--- src/rtl/pfs_pkg.sv ---
// Package for the prime factor sum block.
// Holds widths, register map and reset values shared by all modules.
// Depends on nothing.
`timescale 1ns / 1ps

package pfs_pkg;

	localparam int NUMBER_WIDTH_DEF = 16;
	localparam int SUM_WIDTH        = 17;
	localparam int OUT_TDATA_W      = ((SUM_WIDTH + 7) / 8) * 8;

	localparam int APB_ADDR_W = 3;
	localparam int APB_DATA_W = 32;

	localparam logic REG_IDX_ADD_ONE = 1'b0;
	localparam logic ADD_ONE_RESET   = 1'b1;

endpackage

--- src/rtl/pfs_div.sv ---
// Iterative restoring divider, one quotient bit per cycle.
// Shared arithmetic unit of the prime factor sum block; uses pfs_pkg.
`timescale 1ns / 1ps

module pfs_div #(
	parameter int W = pfs_pkg::NUMBER_WIDTH_DEF
) (
	input  logic         clk,
	input  logic         arst_n,
	input  logic         start,
	input  logic [W-1:0] dividend,
	input  logic [W-1:0] divisor,
	output logic         done,
	output logic [W-1:0] quo,
	output logic [W-1:0] rem
);
	import pfs_pkg::*;

	localparam int CW = $clog2(W + 1);

	logic [CW-1:0] cnt_q;
	logic          busy_q;
	logic          done_q;
	logic [W-1:0]  rem_q;
	logic [W-1:0]  quo_q;
	logic [W-1:0]  dvs_q;
	logic [W:0]    trial;
	logic [W:0]    diff;
	logic          fits;

	assign trial = {rem_q, quo_q[W-1]};
	assign diff  = trial - {1'b0, dvs_q};
	assign fits  = ~diff[W];

	always_ff @(posedge clk or negedge arst_n) begin
		if (!arst_n) begin
			busy_q <= 1'b0;
			done_q <= 1'b0;
			cnt_q  <= '0;
		end else begin
			done_q <= 1'b0;
			if (start) begin
				busy_q <= 1'b1;
				cnt_q  <= CW'(W);
			end else if (busy_q) begin
				cnt_q <= cnt_q - CW'(1);
				if (cnt_q == CW'(1)) begin
					busy_q <= 1'b0;
					done_q <= 1'b1;
				end
			end
		end
	end

	always_ff @(posedge clk) begin
		if (start) begin
			rem_q <= '0;
			quo_q <= dividend;
			dvs_q <= divisor;
		end else if (busy_q) begin
			rem_q <= fits ? diff[W-1:0] : trial[W-1:0];
			quo_q <= {quo_q[W-2:0], fits};
		end
	end

	assign done = done_q;
	assign quo  = quo_q;
	assign rem  = rem_q;

endmodule

--- src/rtl/pfs_cfg.sv ---
// APB register file of the prime factor sum block: the add_one register.
// Uses pfs_pkg for the address map and reset value.
`timescale 1ns / 1ps

module pfs_cfg (
	input  logic                           clk,
	input  logic                           arst_n,
	input  logic                           psel,
	input  logic                           penable,
	input  logic                           pwrite,
	input  logic [pfs_pkg::APB_ADDR_W-1:0] paddr,
	input  logic [pfs_pkg::APB_DATA_W-1:0] pwdata,
	output logic [pfs_pkg::APB_DATA_W-1:0] prdata,
	output logic                           pready,
	output logic                           add_one
);
	import pfs_pkg::*;

	logic add_one_q;
	logic sel_add_one;

	assign sel_add_one = (paddr[APB_ADDR_W-1:2] == REG_IDX_ADD_ONE);

	always_ff @(posedge clk or negedge arst_n) begin
		if (!arst_n) begin
			add_one_q <= ADD_ONE_RESET;
		end else if (psel && penable && pwrite && sel_add_one) begin
			add_one_q <= pwdata[0];
		end
	end

	assign prdata  = sel_add_one ? {{(APB_DATA_W-1){1'b0}}, add_one_q} : '0;
	assign pready  = 1'b1;
	assign add_one = add_one_q;

endmodule

--- src/rtl/prime_factor_sum.sv ---
// Top level of the prime factor sum block: sequencer, output register, APB port.
// Instantiates pfs_div and pfs_cfg; uses pfs_pkg.
//
// The block factors one number per transaction by trial division and returns the
// sum of its prime factors with multiplicity, plus one when add_one is set; a zero
// input returns sum zero with invalid high. All divisions run on one shared
// restoring divider, and one trial is one division plus the sequencer's decision
// and restart. An item needs about (sqrt(n) + number of prime factors) trials;
// a zero input skips the divider. The input is not ready while an item is in
// work, but a finished result may wait in the output register while the next
// item is taken.
`timescale 1ns / 1ps

module prime_factor_sum #(
	parameter int NUMBER_WIDTH = pfs_pkg::NUMBER_WIDTH_DEF,
	localparam int IN_W = ((NUMBER_WIDTH + 7) / 8) * 8
) (
	input  logic                            clk,
	input  logic                            arst_n,
	input  logic                            s_tvalid,
	output logic                            s_tready,
	input  logic [IN_W-1:0]                 s_tdata,   // number
	output logic                            m_tvalid,
	input  logic                            m_tready,
	output logic [pfs_pkg::OUT_TDATA_W-1:0] m_tdata,   // factor_sum
	output logic [0:0]                      m_tuser,   // invalid
	input  logic                            psel,
	input  logic                            penable,
	input  logic                            pwrite,
	input  logic [pfs_pkg::APB_ADDR_W-1:0]  paddr,
	input  logic [pfs_pkg::APB_DATA_W-1:0]  pwdata,
	output logic [pfs_pkg::APB_DATA_W-1:0]  prdata,
	output logic                            pready
);
	import pfs_pkg::*;

	localparam int NW = NUMBER_WIDTH;
	localparam int TW = NW + 1;
	localparam int EW = (TW > SUM_WIDTH) ? TW : SUM_WIDTH;

	localparam logic [1:0] S_IDLE = 2'd0;
	localparam logic [1:0] S_RUN  = 2'd1;
	localparam logic [1:0] S_FIN  = 2'd2;

	logic [1:0]           state_q;
	logic [NW-1:0]        m_q;
	logic [NW-1:0]        d_q;
	logic [TW-1:0]        total_q;
	logic                 start_q;
	logic                 inv_q;
	logic                 out_vld_q;
	logic [SUM_WIDTH-1:0] out_sum_q;
	logic                 out_inv_q;

	logic                 add_one;
	logic                 div_done;
	logic [NW-1:0]        div_quo;
	logic [NW-1:0]        div_rem;
	logic [NW-1:0]        num_in;
	logic                 in_acc;
	logic                 out_free;
	logic [EW-1:0]        sum_ext;

	pfs_cfg u_cfg (
		.clk     (clk),
		.arst_n  (arst_n),
		.psel    (psel),
		.penable (penable),
		.pwrite  (pwrite),
		.paddr   (paddr),
		.pwdata  (pwdata),
		.prdata  (prdata),
		.pready  (pready),
		.add_one (add_one)
	);

	pfs_div #(.W(NW)) u_div (
		.clk      (clk),
		.arst_n   (arst_n),
		.start    (start_q),
		.dividend (m_q),
		.divisor  (d_q),
		.done     (div_done),
		.quo      (div_quo),
		.rem      (div_rem)
	);

	assign num_in   = s_tdata[NW-1:0];
	assign s_tready = (state_q == S_IDLE);
	assign in_acc   = s_tvalid && s_tready;
	assign out_free = !out_vld_q || m_tready;
	assign sum_ext  = EW'(total_q) + EW'(add_one);

	always_ff @(posedge clk or negedge arst_n) begin
		if (!arst_n) begin
			state_q   <= S_IDLE;
			start_q   <= 1'b0;
			out_vld_q <= 1'b0;
		end else begin
			start_q <= 1'b0;
			if (m_tready) begin
				out_vld_q <= 1'b0;
			end
			case (state_q)
				S_IDLE: begin
					if (in_acc) begin
						if (num_in == '0) begin
							state_q <= S_FIN;
						end else begin
							state_q <= S_RUN;
							start_q <= 1'b1;
						end
					end
				end
				S_RUN: begin
					if (div_done) begin
						if (d_q > div_quo) begin
							state_q <= S_FIN;
						end else begin
							start_q <= 1'b1;
						end
					end
				end
				S_FIN: begin
					if (out_free) begin
						out_vld_q <= 1'b1;
						state_q   <= S_IDLE;
					end
				end
				default: begin
					state_q <= S_IDLE;
				end
			endcase
		end
	end

	always_ff @(posedge clk) begin
		case (state_q)
			S_IDLE: begin
				if (in_acc) begin
					m_q     <= num_in;
					d_q     <= NW'(2);
					total_q <= '0;
					inv_q   <= (num_in == '0);
				end
			end
			S_RUN: begin
				if (div_done) begin
					if (d_q > div_quo) begin
						if (m_q > NW'(1)) begin
							total_q <= total_q + TW'(m_q);
						end
					end else if (div_rem == '0) begin
						total_q <= total_q + TW'(d_q);
						m_q     <= div_quo;
					end else begin
						d_q <= d_q + NW'(1);
					end
				end
			end
			S_FIN: begin
				if (out_free) begin
					out_inv_q <= inv_q;
					out_sum_q <= inv_q ? '0 : sum_ext[SUM_WIDTH-1:0];
				end
			end
			default: begin
			end
		endcase
	end

	assign m_tvalid = out_vld_q;
	assign m_tdata  = OUT_TDATA_W'(out_sum_q);
	assign m_tuser  = out_inv_q;

`ifndef ASSERT_OFF
	a_start_divisor: assert property (@(posedge clk) disable iff (!arst_n)
		(in_acc && num_in != '0) |=> (state_q == S_RUN && d_q == NW'(2) && start_q))
		else $error("trial division did not start at divisor two");

	a_div_min: assert property (@(posedge clk) disable iff (!arst_n)
		(state_q == S_RUN) |-> (d_q >= NW'(2)))
		else $error("trial divisor fell below two");

	a_done_in_run: assert property (@(posedge clk) disable iff (!arst_n)
		div_done |-> (state_q == S_RUN))
		else $error("divider finished outside of a factoring run");

	a_invalid_zero: assert property (@(posedge clk) disable iff (!arst_n)
		(m_tvalid && m_tuser[0]) |-> (m_tdata == '0))
		else $error("invalid result carries a nonzero sum");
`endif

endmodule

--- config.mk ---
export PLATFORM = sky130hd
export DESIGN_NAME = prime_factor_sum
export DESIGN_NICKNAME = d
export VERILOG_FILES = /design/src/rtl/pfs_pkg.sv /design/src/rtl/pfs_div.sv /design/src/rtl/pfs_cfg.sv /design/src/rtl/prime_factor_sum.sv
export SDC_FILE = /design/constraint.sdc
export NUM_CORES = 1
export LEC_CHECK = 0
export ABC_AREA = 1
export BUFFER_PORTS_ARGS = -buffer_cell sky130_fd_sc_hd__buf_2
export CAP_MARGIN = 5
export CORE_MARGIN = 2
export CORE_UTILIZATION = 30
export CTS_BUF_LIST = sky130_fd_sc_hd__clkbuf_8 sky130_fd_sc_hd__clkbuf_16
export DETAILED_ROUTE_END_ITERATION = 6
export REMOVE_ABC_BUFFERS = 1
export SETUP_SLACK_MARGIN = 0.02
export SYNTH_ARGS = -nofsm -noshare
export SYNTH_HDL_FRONTEND = slang
export SYNTH_HIERARCHICAL = 1
export SYNTH_SLANG_ARGS = --single-unit
--- constraint.sdc ---
create_clock -name clk -period 7.3 [get_ports clk]
set_input_delay 1.825 -clock clk [delete_from_list [all_inputs] [get_ports clk]]
set_output_delay 1.825 -clock clk [all_outputs]
set_load 0.01 [all_outputs]
==> summary.txt, run 1 <==
Yosys
  • Post-Syn Area per Cell: 7.61 um2
  • Unique masters post-synth: 49
  • Area leader, netlist: edfxtp_1
  • Post-synth ARST share: 9.38%
  • Main synth FF type: edfxtp_1
  • Sequential share of the synthesized area: 41.8%
  • Synth Warn #: 6
  • Number of synthesized flops with an enable pin: 100
  • Mapped Cells: 1,139
  • Area contributors post-synth: edfxtp_1 35%, nand2_1 15%, inv_1 7.8%, ha_1 7.7%, nor2_1 4.0%
  • Top-area cell type share of the netlist area: 34.6%
  • Yosys reg bits: 128
  • Synth Cell Area: slightly below 9000 um2

Worst setup path
  • Critical Path Max Stage Delay: roughly 500 ps
  • Max FO, Critical Path: 19
  • CP endpoint kind: flip-flop
  • Required @ worst endpoint: 7480 ps
  • CP Cell Sequence: ha_1, nand2_1, inv_1, nand2_1, nand2_1, a21oi_1, nand3_2, nand2_4, inv_4, o21ai_0, ha_1, inv_1, fa_1, inv_1, nand2_1, o21ai_1, inv_1, o21bai_2, nand3_1, a21oi_1, nor2_1
  • Slowest CP cell: edfxtp_1
  • Crit start category: flip-flop
  • Arrival time worst endpoint: between 4000 and 5000 ps
  • CP Buf/Inv Count: 5
  • Delay-heaviest family, CP: compound AO/OA/AOI/OAI gates
  • Setup CP Type: flip-flop to flip-flop

Timing
  • Final period util: between 50% and 60%
  • Count of final setup violators: 0
  • Setup_tns: 0 ps
  • Final hold violations: 0
  • RSZ-0062 raised after global routing: no
  • F_max: 0.248 GHz
  • Worst Tran Pin Value: roughly 800 ps
  • Post-layout minimum cycle time: a little over 4000 ps
  • Fin. max-slew vios: 0
  • Slew headroom: 46.6%
  • Worst-case clock skew: 8.68 ps

Clock tree
  • H-Tree Depth: 4
  • CTS tree: built
  • Post-CTS Setup Inserts: 0
  • Skew-Pair Late Insertion Delay: 420 ps
  • TritonCTS Buffers: 17
  • Hold_buf cts: 0
  • CTS Buffer Depth: 2
  • Root buf cell: clkbuf_16
  • Clk pin slew, worst setup/hold paths: around 60 ps
  • Post-CTS sizing: 0
  • Clock sink count: 128

Placement
  • Input/output buffers: 45
  • GP Congestion: around 0.86
  • Dpl hpwl: 14,600 um

GRT
  • Largest net degree at the start of global routing: between 40 and 50
  • Total track usage: 13.4%
  • Gr busiest metal: met2
  • Met3 usage in global routing: 2.08%
  • Global-route wire length before repair: 32,800 um
  • Met2 Track Usage GR: 21.2%
  • Total grt overflow: 0
  • Initial antenna violation count: 1
  • Vias in the first global route: 6,685
  • Met1 GRT Util: between 10% and 20%

Finish
  • Final-stage net count: 1,303
  • Area delta synth->final: 12.8%
  • Share of layout cells above drive strength 1: 9.81%
  • Number of fill cells: between 3,000 and 4,000

Run status
  • Status: complete, no violations

Die
  • Initial Util: 30.4%
  • Io pins: 118
  • Full die area: 30,300 um2
  • Site Rows: 62
  • Die Span X: around 170 um
  • Die height: 174 um
  • CORE AREA: 28,500 um2

Flow run
  • Max cap viols: 0

Route
  • Via/cell ratio: 4.50
  • Final ANT Viol Nets: 0
  • Starting DRT DRC Count: slightly below 600
  • DR vias: roughly 7,000
  • Final WL: between 15,000 and 20,000 um
  • First-pass iteration count of the detailed router: 5
  • DR DRC count: 0
  • Routed len/inst: 12.4 um

Worst hold path
  • Hold WC Path Type: flip-flop to flip-flop
flip-flops by register name, indices dropped and copies added (netlist names), 2 cells and up:
register,count
total_q,17
state_q,2
u_div/cnt_q,5
u_div/quo,16
m_q,16
u_div/rem,16
d_q,16
u_div/dvs_q,16
out_sum_q,17
metrics by stage:
step | setup WS (ps) | hold slack, ps | instances | area, um2 | utilization [%]
floorplan | 3480 | 451 | 1120 | 8420 | -
global placement | 3330 | 470 | 1555 | 9170 | 32.1
detailed placement | 3330 | 473 | 1555 | 9170 | 32.1
finish | 3270 | 476 | 1588 | 9780 | 34.3
global route | 2860 | 514 | 1588 | 9780 | 34.3
CTS | 3250 | 480 | 1587 | 9780 | 34.3
logic make-up (layout without fill, tap and decap cells):
kind of cell | Yosys count | after routing | share of synthesized area (%)
and+or+nand+nor | 567 | 567 | 28.2
AOI/OAI and AO/OA | 138 | 138 | 8.39
DFF | 128 | 128 | 41.8
other | 3 | 40 | 0.130
adders and majority gates | 55 | 55 | 8.11
buffers and inverters | 239 | 267 | 12.4
xor gates and xnor gates | 9 | 9 | 0.910
metal layers:
layer | vias up | share of wire (%)
met5 | - | 0
met4 | 0 | 1.4
met3 | 21 | 4.2
li1 | 3686 | -
met1 | 3266 | 49
met2 | 172 | 45
final timing paths:
check,start,to,slack [ps],cells past startpoint
max,d_q[11]$_SDFFCE_PN0P_,total_q[14]$_SDFFCE_PN0P_,3270,21
max in group asynchronous,arst_n,u_cfg/add_one$_DFFE_PN1P_,5720,1
max reg2reg,d_q[11]$_SDFFCE_PN0P_,total_q[14]$_SDFFCE_PN0P_,3270,21
min in group asynchronous,arst_n,state_q[1]$_DFFE_PN0P_,1290,1
min,u_cfg/add_one$_DFFE_PN1P_,u_cfg/add_one$_DFFE_PN1P_,480,2
min reg2reg,u_cfg/add_one$_DFFE_PN1P_,u_cfg/add_one$_DFFE_PN1P_,480,2
layout by cell type, fill, tap and decap left out, drive strengths merged, types with 5 or more instances in the layout:
cell type / n
xnor2: 6
nor3b: 6
a21oi: 63
dfxtp: 16
nand3: 55
buf: 51
nor2: 104
clkinv: 5
ha: 53
nand2: 359
clkbuf: 20
conb: 39
o21ai: 63
edfxtp: 100
nor3: 19
inv: 184
nand4: 13
dfrtp: 11
synthesized netlist by cell type, types with 9 or more instances:
cell      instances
o21ai_1          10
nand3_1          51
nand4_1          12
inv_1           181
clkbuf_1          9
nand2_1         351
nor3_1           17
nor2_2            9
dfxtp_1          16
o21ai_0          53
ha_1             53
dfrtp_1          11
buf_4            40
nor2_1           92
a21oi_1          62
edfxtp_1        100
final cells by class:
cell class / instances / area, um2 / area share, %
diodes: 1 / 2.50 / 0.0256
clock buffers: 20 / 467 / 4.77
clock inverters: 12 / 141 / 1.45
inverters: 184 / 693 / 7.09
multi-input cells: 808 / 4100 / 41.9
flip-flops and latches: 128 / 3620 / 37.1
well taps: 384 / 480 / 4.91
repair buffers: 51 / 270 / 2.76
worst register-to-register path, cell delays in order, from the launching register on:
cell,delay [ps]
edfxtp_1,500
ha_1,350
nand2_1,90
inv_1,40
nand2_1,50
nand2_1,50
a21oi_1,250
nand3_2,160
nand2_4,230
inv_4,140
o21ai_0,260
ha_1,210
inv_1,60
fa_1,370
inv_1,80
nand2_1,70
o21ai_1,210
inv_1,120
o21bai_2,220
nand3_1,140
a21oi_1,150
nor2_1,60
Power of run 1 is not shown: default switching activity piles up to over one toggle a cycle in this logic, so the estimate is an artifact.
==> run 2, diff against run 1 <==
- clock period: 7.3 -> 4.2 ns (I/O delays scaled with it)
==> summary.txt, run 2 (synthesis gave the netlist of run 1 again) <==
Run status
  • Status: complete, no violations

Die
  • Io pins: 118 (unchanged)
  • Full die area: 30,300 um2 (unchanged)
  • Die height: 174 um (unchanged)
  • Die Span X: 174 um (unchanged)
  • CORE AREA: 28,500 um2 (unchanged)
  • Initial Util: 30.4% (unchanged)
  • Site Rows: 62 (unchanged)

Flow run
  • Max cap viols: 0 (unchanged)

Clock tree
  • Clock sink count: 128 (unchanged)
  • Hold_buf cts: 0 (unchanged)
  • CTS Buffer Depth: 2 (unchanged)
  • Post-CTS Setup Inserts: 0 (unchanged)
  • H-Tree Depth: 4 (unchanged)
  • Root buf cell: clkbuf_16
  • Clk pin slew, worst setup/hold paths: 60 ps (about the same)
  • Skew-Pair Late Insertion Delay: 430 ps (about the same)
  • Post-CTS sizing: 0 (unchanged)
  • CTS tree: built
  • TritonCTS Buffers: 17 (unchanged)

Finish
  • Final-stage net count: 1,309 (+0.46%)
  • Most frequent cells in the layout: 351 x nand2_1, 183 x inv_1, 100 x edfxtp_1
  • Diode count: 0 (-1)
  • Number of fill cells: 3,016 (-0.85%)
  • Most common cell after layout, fill and taps aside: nand2_1
  • Area delta synth->final: 13.3%
  • Finished Cell Area: 9820 um2 (+0.36%)
  • Share of layout cells above drive strength 1: 10.3% (+0.53 points)
  • Largest registers: out_sum_q (17), total_q (17)

Timing
  • Slew headroom: 43.7% (-2.9 points)
  • Final period util: 87.8% (+33 points)
  • Worst Tran Pin Value: 844 ps (+44.4 ps)
  • Post-layout minimum cycle time: 3690 ps (-338 ps)
  • Worst-case clock skew: 12.4 ps (+3.68 ps)
  • F_max: 0.271 GHz (+9.2%)
  • Setup_tns: 0 ps (unchanged)
  • Fin. max-slew vios: 0 (unchanged)
  • RSZ-0062 raised after global routing: no
  • Final hold violations: 0 (unchanged)
  • Count of final setup violators: 0 (unchanged)

Placement
  • Input/output buffers: 45 (unchanged)
  • Dpl hpwl: 14,800 um (+0.92%)
  • Post-place instance area: 9220 um2 (+0.49%)
  • GP Congestion: 0.908 (+5.3%)

GRT
  • Total grt overflow: 0 (unchanged)
  • Largest net degree at the start of global routing: 44 (-2.2%)
  • Total track usage: 13.3% (-0.11 points)
  • Global-route wire length before repair: 32,500 um (-1.0%)
  • Initial antenna violation count: 0 (-1)
  • Vias in the first global route: 6,712 (+0.40%)

Route
  • Final WL: 19,400 um (-1.6%)
  • Final ANT Viol Nets: 0 (unchanged)
  • First-pass iteration count of the detailed router: 5 (unchanged)
  • Via/cell ratio: 4.44 (-1.3%)
  • Starting DRT DRC Count: 570 (-3.7%)
  • Routed len/inst: 12.2 um (-1.9%)
  • DR vias: 7,072 (-1.0%)
  • DR DRC count: 0 (unchanged)

Worst hold path
  • Hold WC Path Type: flip-flop to flip-flop

Worst setup path
  • Arrival time worst endpoint: 3870 ps (-340 ps)
  • CP endpoint kind: flip-flop
  • Worst setup path end: total_q[14]$_SDFFCE_PN0P_
  • Worst reg2reg endpoint: total_q[14]$_SDFFCE_PN0P_
  • Critical Path Max Stage Delay: 460 ps (-40 ps)
  • Required @ worst endpoint: 4380 ps (-3100 ps)
  • Slowest CP cell: edfxtp_1
  • Setup CP Type: flip-flop to flip-flop
  • CP Cell Sequence: ha_1, a21oi_1, nand2_1, a21oi_1, nand3_2, nand2_4, buf_4, nand2_1, o21ai_1, inv_1, fa_1, inv_1, nand2_1, o21ai_1, inv_1, o21bai_2, nand3_1, a21oi_1, nor2_1
  • FF-to-FF Start: d_q[15]$_SDFFCE_PN0P_
  • Crit start category: flip-flop
  • R2R Setup Slk: 510 ps (-2760 ps)
  • Worst Setup SP: d_q[15]$_SDFFCE_PN0P_
  • Max FO, Critical Path: 18 (-1)
  • Reg2Reg Depth: 19 (-9.5%)
run 2: cell count changes in the layout (fill, tap and decap cells not counted):
| cell | delta |
|---|---|
| clkinv_1 | -2 |
| clkinv_2 | +2 |
| inv_1 | +1 |
| buf_4 | +6 |
| clkbuf_8 | -1 |
| diode_2 | -1 |
run 2: worst max-delay path: cells and delay by family, from the launching register on:
family | cells | cell delay (ps)
DFF | 1 | 460
adders and majority gates | 2 | 740
buffers and inverters | 4 | 500
and+or+nand+nor | 7 | 680
AOI/OAI and AO/OA | 6 | 1090
run 2: per-stage QoR:
stage | cells | util (%) | setup slack, ps | hold WS [ps]
finish | 1593 | 34.4 | 512 | 471
floorplan | 1120 | - | 984 | 451
global route | 1593 | 34.4 | 150 | 519
global placement | 1561 | 32.3 | 555 | 470
detailed placement | 1561 | 32.3 | 505 | 472
CTS | 1593 | 34.4 | 481 | 479
run 2: cell type report:
class	instances	area, um2	share of cell area (%)
well taps	384	480	4.89
repair buffers	57	315	3.21
clock inverters	13	148	1.50
clock buffers	19	453	4.61
inverters	184	693	7.06
multi-input cells	808	4100	41.8
flip-flops and latches	128	3620	36.9
run 2: per-layer routing:
metal	vias up	wire length (um)	GRT usage, %
li1	3700	-	-
met1	3221	9740	18.4
met2	128	8660	21.0
met3	23	662	2.21
met4	0	377	4.87
met5	-	0	0
run 2: worst min-delay path by stage:
stage / start / endpoint / slack [ps] / cells after the start
5_1_grt: arst_n / state_q[1]$_DFFE_PN0P_ / 520 / 1
2_1_floorplan: u_cfg/add_one$_DFFE_PN1P_ / u_cfg/add_one$_DFFE_PN1P_ / 450 / 2
3_3_place_gp: u_cfg/add_one$_DFFE_PN1P_ / u_cfg/add_one$_DFFE_PN1P_ / 470 / 2
4_1_cts: u_cfg/add_one$_DFFE_PN1P_ / u_cfg/add_one$_DFFE_PN1P_ / 480 / 2
3_5_place_dp: u_cfg/add_one$_DFFE_PN1P_ / u_cfg/add_one$_DFFE_PN1P_ / 470 / 2
6_report: u_cfg/add_one$_DFFE_PN1P_ / u_cfg/add_one$_DFFE_PN1P_ / 470 / 2
Power of run 2 is left out for the same reason.
==> run 3, diff against run 2 <==
- RECOVER_POWER: default -> 100
==> summary.txt, run 3 (synthesis gave the netlist of run 1 again) <==
Timing
  • Fin. max-slew vios: 44 (+44)
  • Post-layout minimum cycle time: 3720 ps (+29.5 ps)
  • Worst-case clock skew: 11.5 ps (-0.828 ps)
  • Final hold violations: 0 (unchanged)
  • Setup_tns: 0 ps (unchanged)
  • Final period util: 88.5% (+0.70 points)
  • Slew headroom: -23.2% (-67 points)
  • Worst Tran Pin Value: 1850 ps (+1000 ps)
  • Final WS setup: 482 ps (-29.5 ps)
  • F_max: 0.269 GHz (-0.79%)
  • RSZ-0062 raised after global routing: no
  • Count of final setup violators: 0 (unchanged)

GRT
  • Largest net degree at the start of global routing: 44 (unchanged)
  • Vias in the first global route: 6,712 (unchanged)
  • Total grt overflow: 0 (unchanged)
  • Global-route wire length before repair: 32,500 um (unchanged)
  • Initial antenna violation count: 0 (unchanged)
  • Total track usage: 13.3% (unchanged)

Clock tree
  • Skew-Pair Late Insertion Delay: 430 ps (about the same)
  • Clock sink count: 128 (unchanged)
  • H-Tree Depth: 4 (unchanged)
  • Post-CTS sizing: 0 (unchanged)
  • TritonCTS Buffers: 17 (unchanged)
  • Hold_buf cts: 0 (unchanged)
  • Post-CTS Setup Inserts: 0 (unchanged)
  • CTS tree: built
  • Clk pin slew, worst setup/hold paths: 60 ps (about the same)
  • Root buf cell: clkbuf_16
  • CTS Buffer Depth: 2 (unchanged)

Placement
  • GP Congestion: 0.908 (unchanged)
  • Input/output buffers: 45 (unchanged)
  • Dpl hpwl: 14,800 um (unchanged)
  • Place WS: 505 ps (unchanged)

Die
  • Io pins: 118 (unchanged)
  • Full die area: 30,300 um2 (unchanged)
  • Site Rows: 62 (unchanged)
  • Initial Util: 30.4% (unchanged)
  • CORE AREA: 28,500 um2 (unchanged)
  • Die Span X: 174 um (unchanged)
  • Die height: 174 um (unchanged)

Worst setup path
  • CP endpoint kind: flip-flop
  • Critical Path Max Stage Delay: 460 ps (about the same)
  • Setup CP Type: flip-flop to flip-flop
  • Arrival time worst endpoint: 3900 ps (+30 ps)
  • Crit start category: flip-flop
  • Slowest CP cell: edfxtp_1
  • CP Cell Sequence: ha_1, a21oi_1, nand2_1, a21oi_1, nand3_1, nand2_4, buf_4, nand2_1, o21ai_1, inv_1, fa_1, inv_1, nand2_1, o21ai_1, inv_1, o21bai_2, nand3_1, a21oi_1, nor2_1
  • Max FO, Critical Path: 18 (unchanged)
  • Required @ worst endpoint: 4380 ps (about the same)

Finish
  • Most common cell after layout, fill and taps aside: nand2_1
  • Final-stage net count: 1,309 (unchanged)
  • Most frequent cells in the layout: 354 x nand2_1, 183 x inv_1, 100 x edfxtp_1
  • Diode count: 0 (unchanged)
  • Share of layout cells above drive strength 1: 6.62% (-3.7 points)
  • Largest registers: out_sum_q (17), total_q (17)
  • Area delta synth->final: 12.1%

Route
  • DR vias: 7,089 (+0.24%)
  • Routed len/inst: 12.3 um (+0.60%)
  • Via/cell ratio: 4.45 (+0.24%)
  • Starting DRT DRC Count: 547 (-4.0%)
  • Final WL: 19,600 um (+0.60%)
  • Final ANT Viol Nets: 0 (unchanged)
  • First-pass iteration count of the detailed router: 5 (unchanged)
  • DR DRC count: 0 (unchanged)

Worst hold path
  • Hold WC Path Type: flip-flop to flip-flop

Run status
  • Violated checks: max-capacitance violations, max-slew violations
  • Status: finished, violations left

Flow run
  • Max cap viols: 1 (+1)
-- run 3: cell types whose count changed in the layout (fill, tap and decap cells not counted), moves of 2 or more --
cell	change
nand2_1	+3
clkbuf_1	+30
nor2_2	-5
nand2_2	-3
o21ai_0	+2
o21ai_1	-2
buf_4	-7
nor3b_1	+3
buf_2	-23
nor2_1	+5
nor3b_2	-3
-- run 3: critical path, delay by kind of cell (launching register included) --
kind / cells / cell delay [ps]
AOI/OAI and AO/OA: 6 / 1070
DFF: 1 / 460
adders and majority gates: 2 / 740
buffers and inverters: 4 / 490
and+or+nand+nor: 7 / 720
-- run 3: stage by stage --
step                util [%]  hold WS (ps)  cell area (um2)  cells
CTS                     34.4           479             9820   1593
global placement        32.3           470             9220   1561
finish                  34.0           487             9710   1593
global route            34.0           523             9710   1593
detailed placement      32.3           472             9220   1561
floorplan                  -           451             8420   1120
-- run 3: per-layer routing --
metal	wire length (um)	track usage, %
met1	9830	18.4
met5	0	0
met4	380	4.87
met3	660	2.21
met2	8680	21.0
-- run 3: path summary, 6_finish.rpt --
check	startpoint	end	slack, ps	depth (start not counted)
max reg2reg	d_q[15]$_SDFFCE_PN0P_	total_q[14]$_SDFFCE_PN0P_	480	19
min reg2reg	u_div/cnt_q[2]$_DFFE_PN0P_	u_div/cnt_q[2]$_DFFE_PN0P_	490	1
max in group asynchronous	arst_n	u_div/cnt_q[0]$_DFFE_PN0P_	3060	1
min in group asynchronous	arst_n	state_q[1]$_DFFE_PN0P_	660	1
min	u_div/cnt_q[2]$_DFFE_PN0P_	u_div/cnt_q[2]$_DFFE_PN0P_	490	1
max	d_q[15]$_SDFFCE_PN0P_	total_q[14]$_SDFFCE_PN0P_	480	19
-- run 3: final cells by class --
| class | count | area, um2 |
|---|---|---|
| Tap cell | 384 | 480 |
| Clock buffer | 19 | 453 |
| Multi-Input combinational cell | 808 | 4060 |
| Inverter | 184 | 693 |
| Clock inverter | 13 | 148 |
| Sequential cell | 128 | 3620 |
| Timing Repair Buffer | 57 | 260 |
| Fill cell | 3036 | 18800 |
Power of run 3 is left out for the same reason.
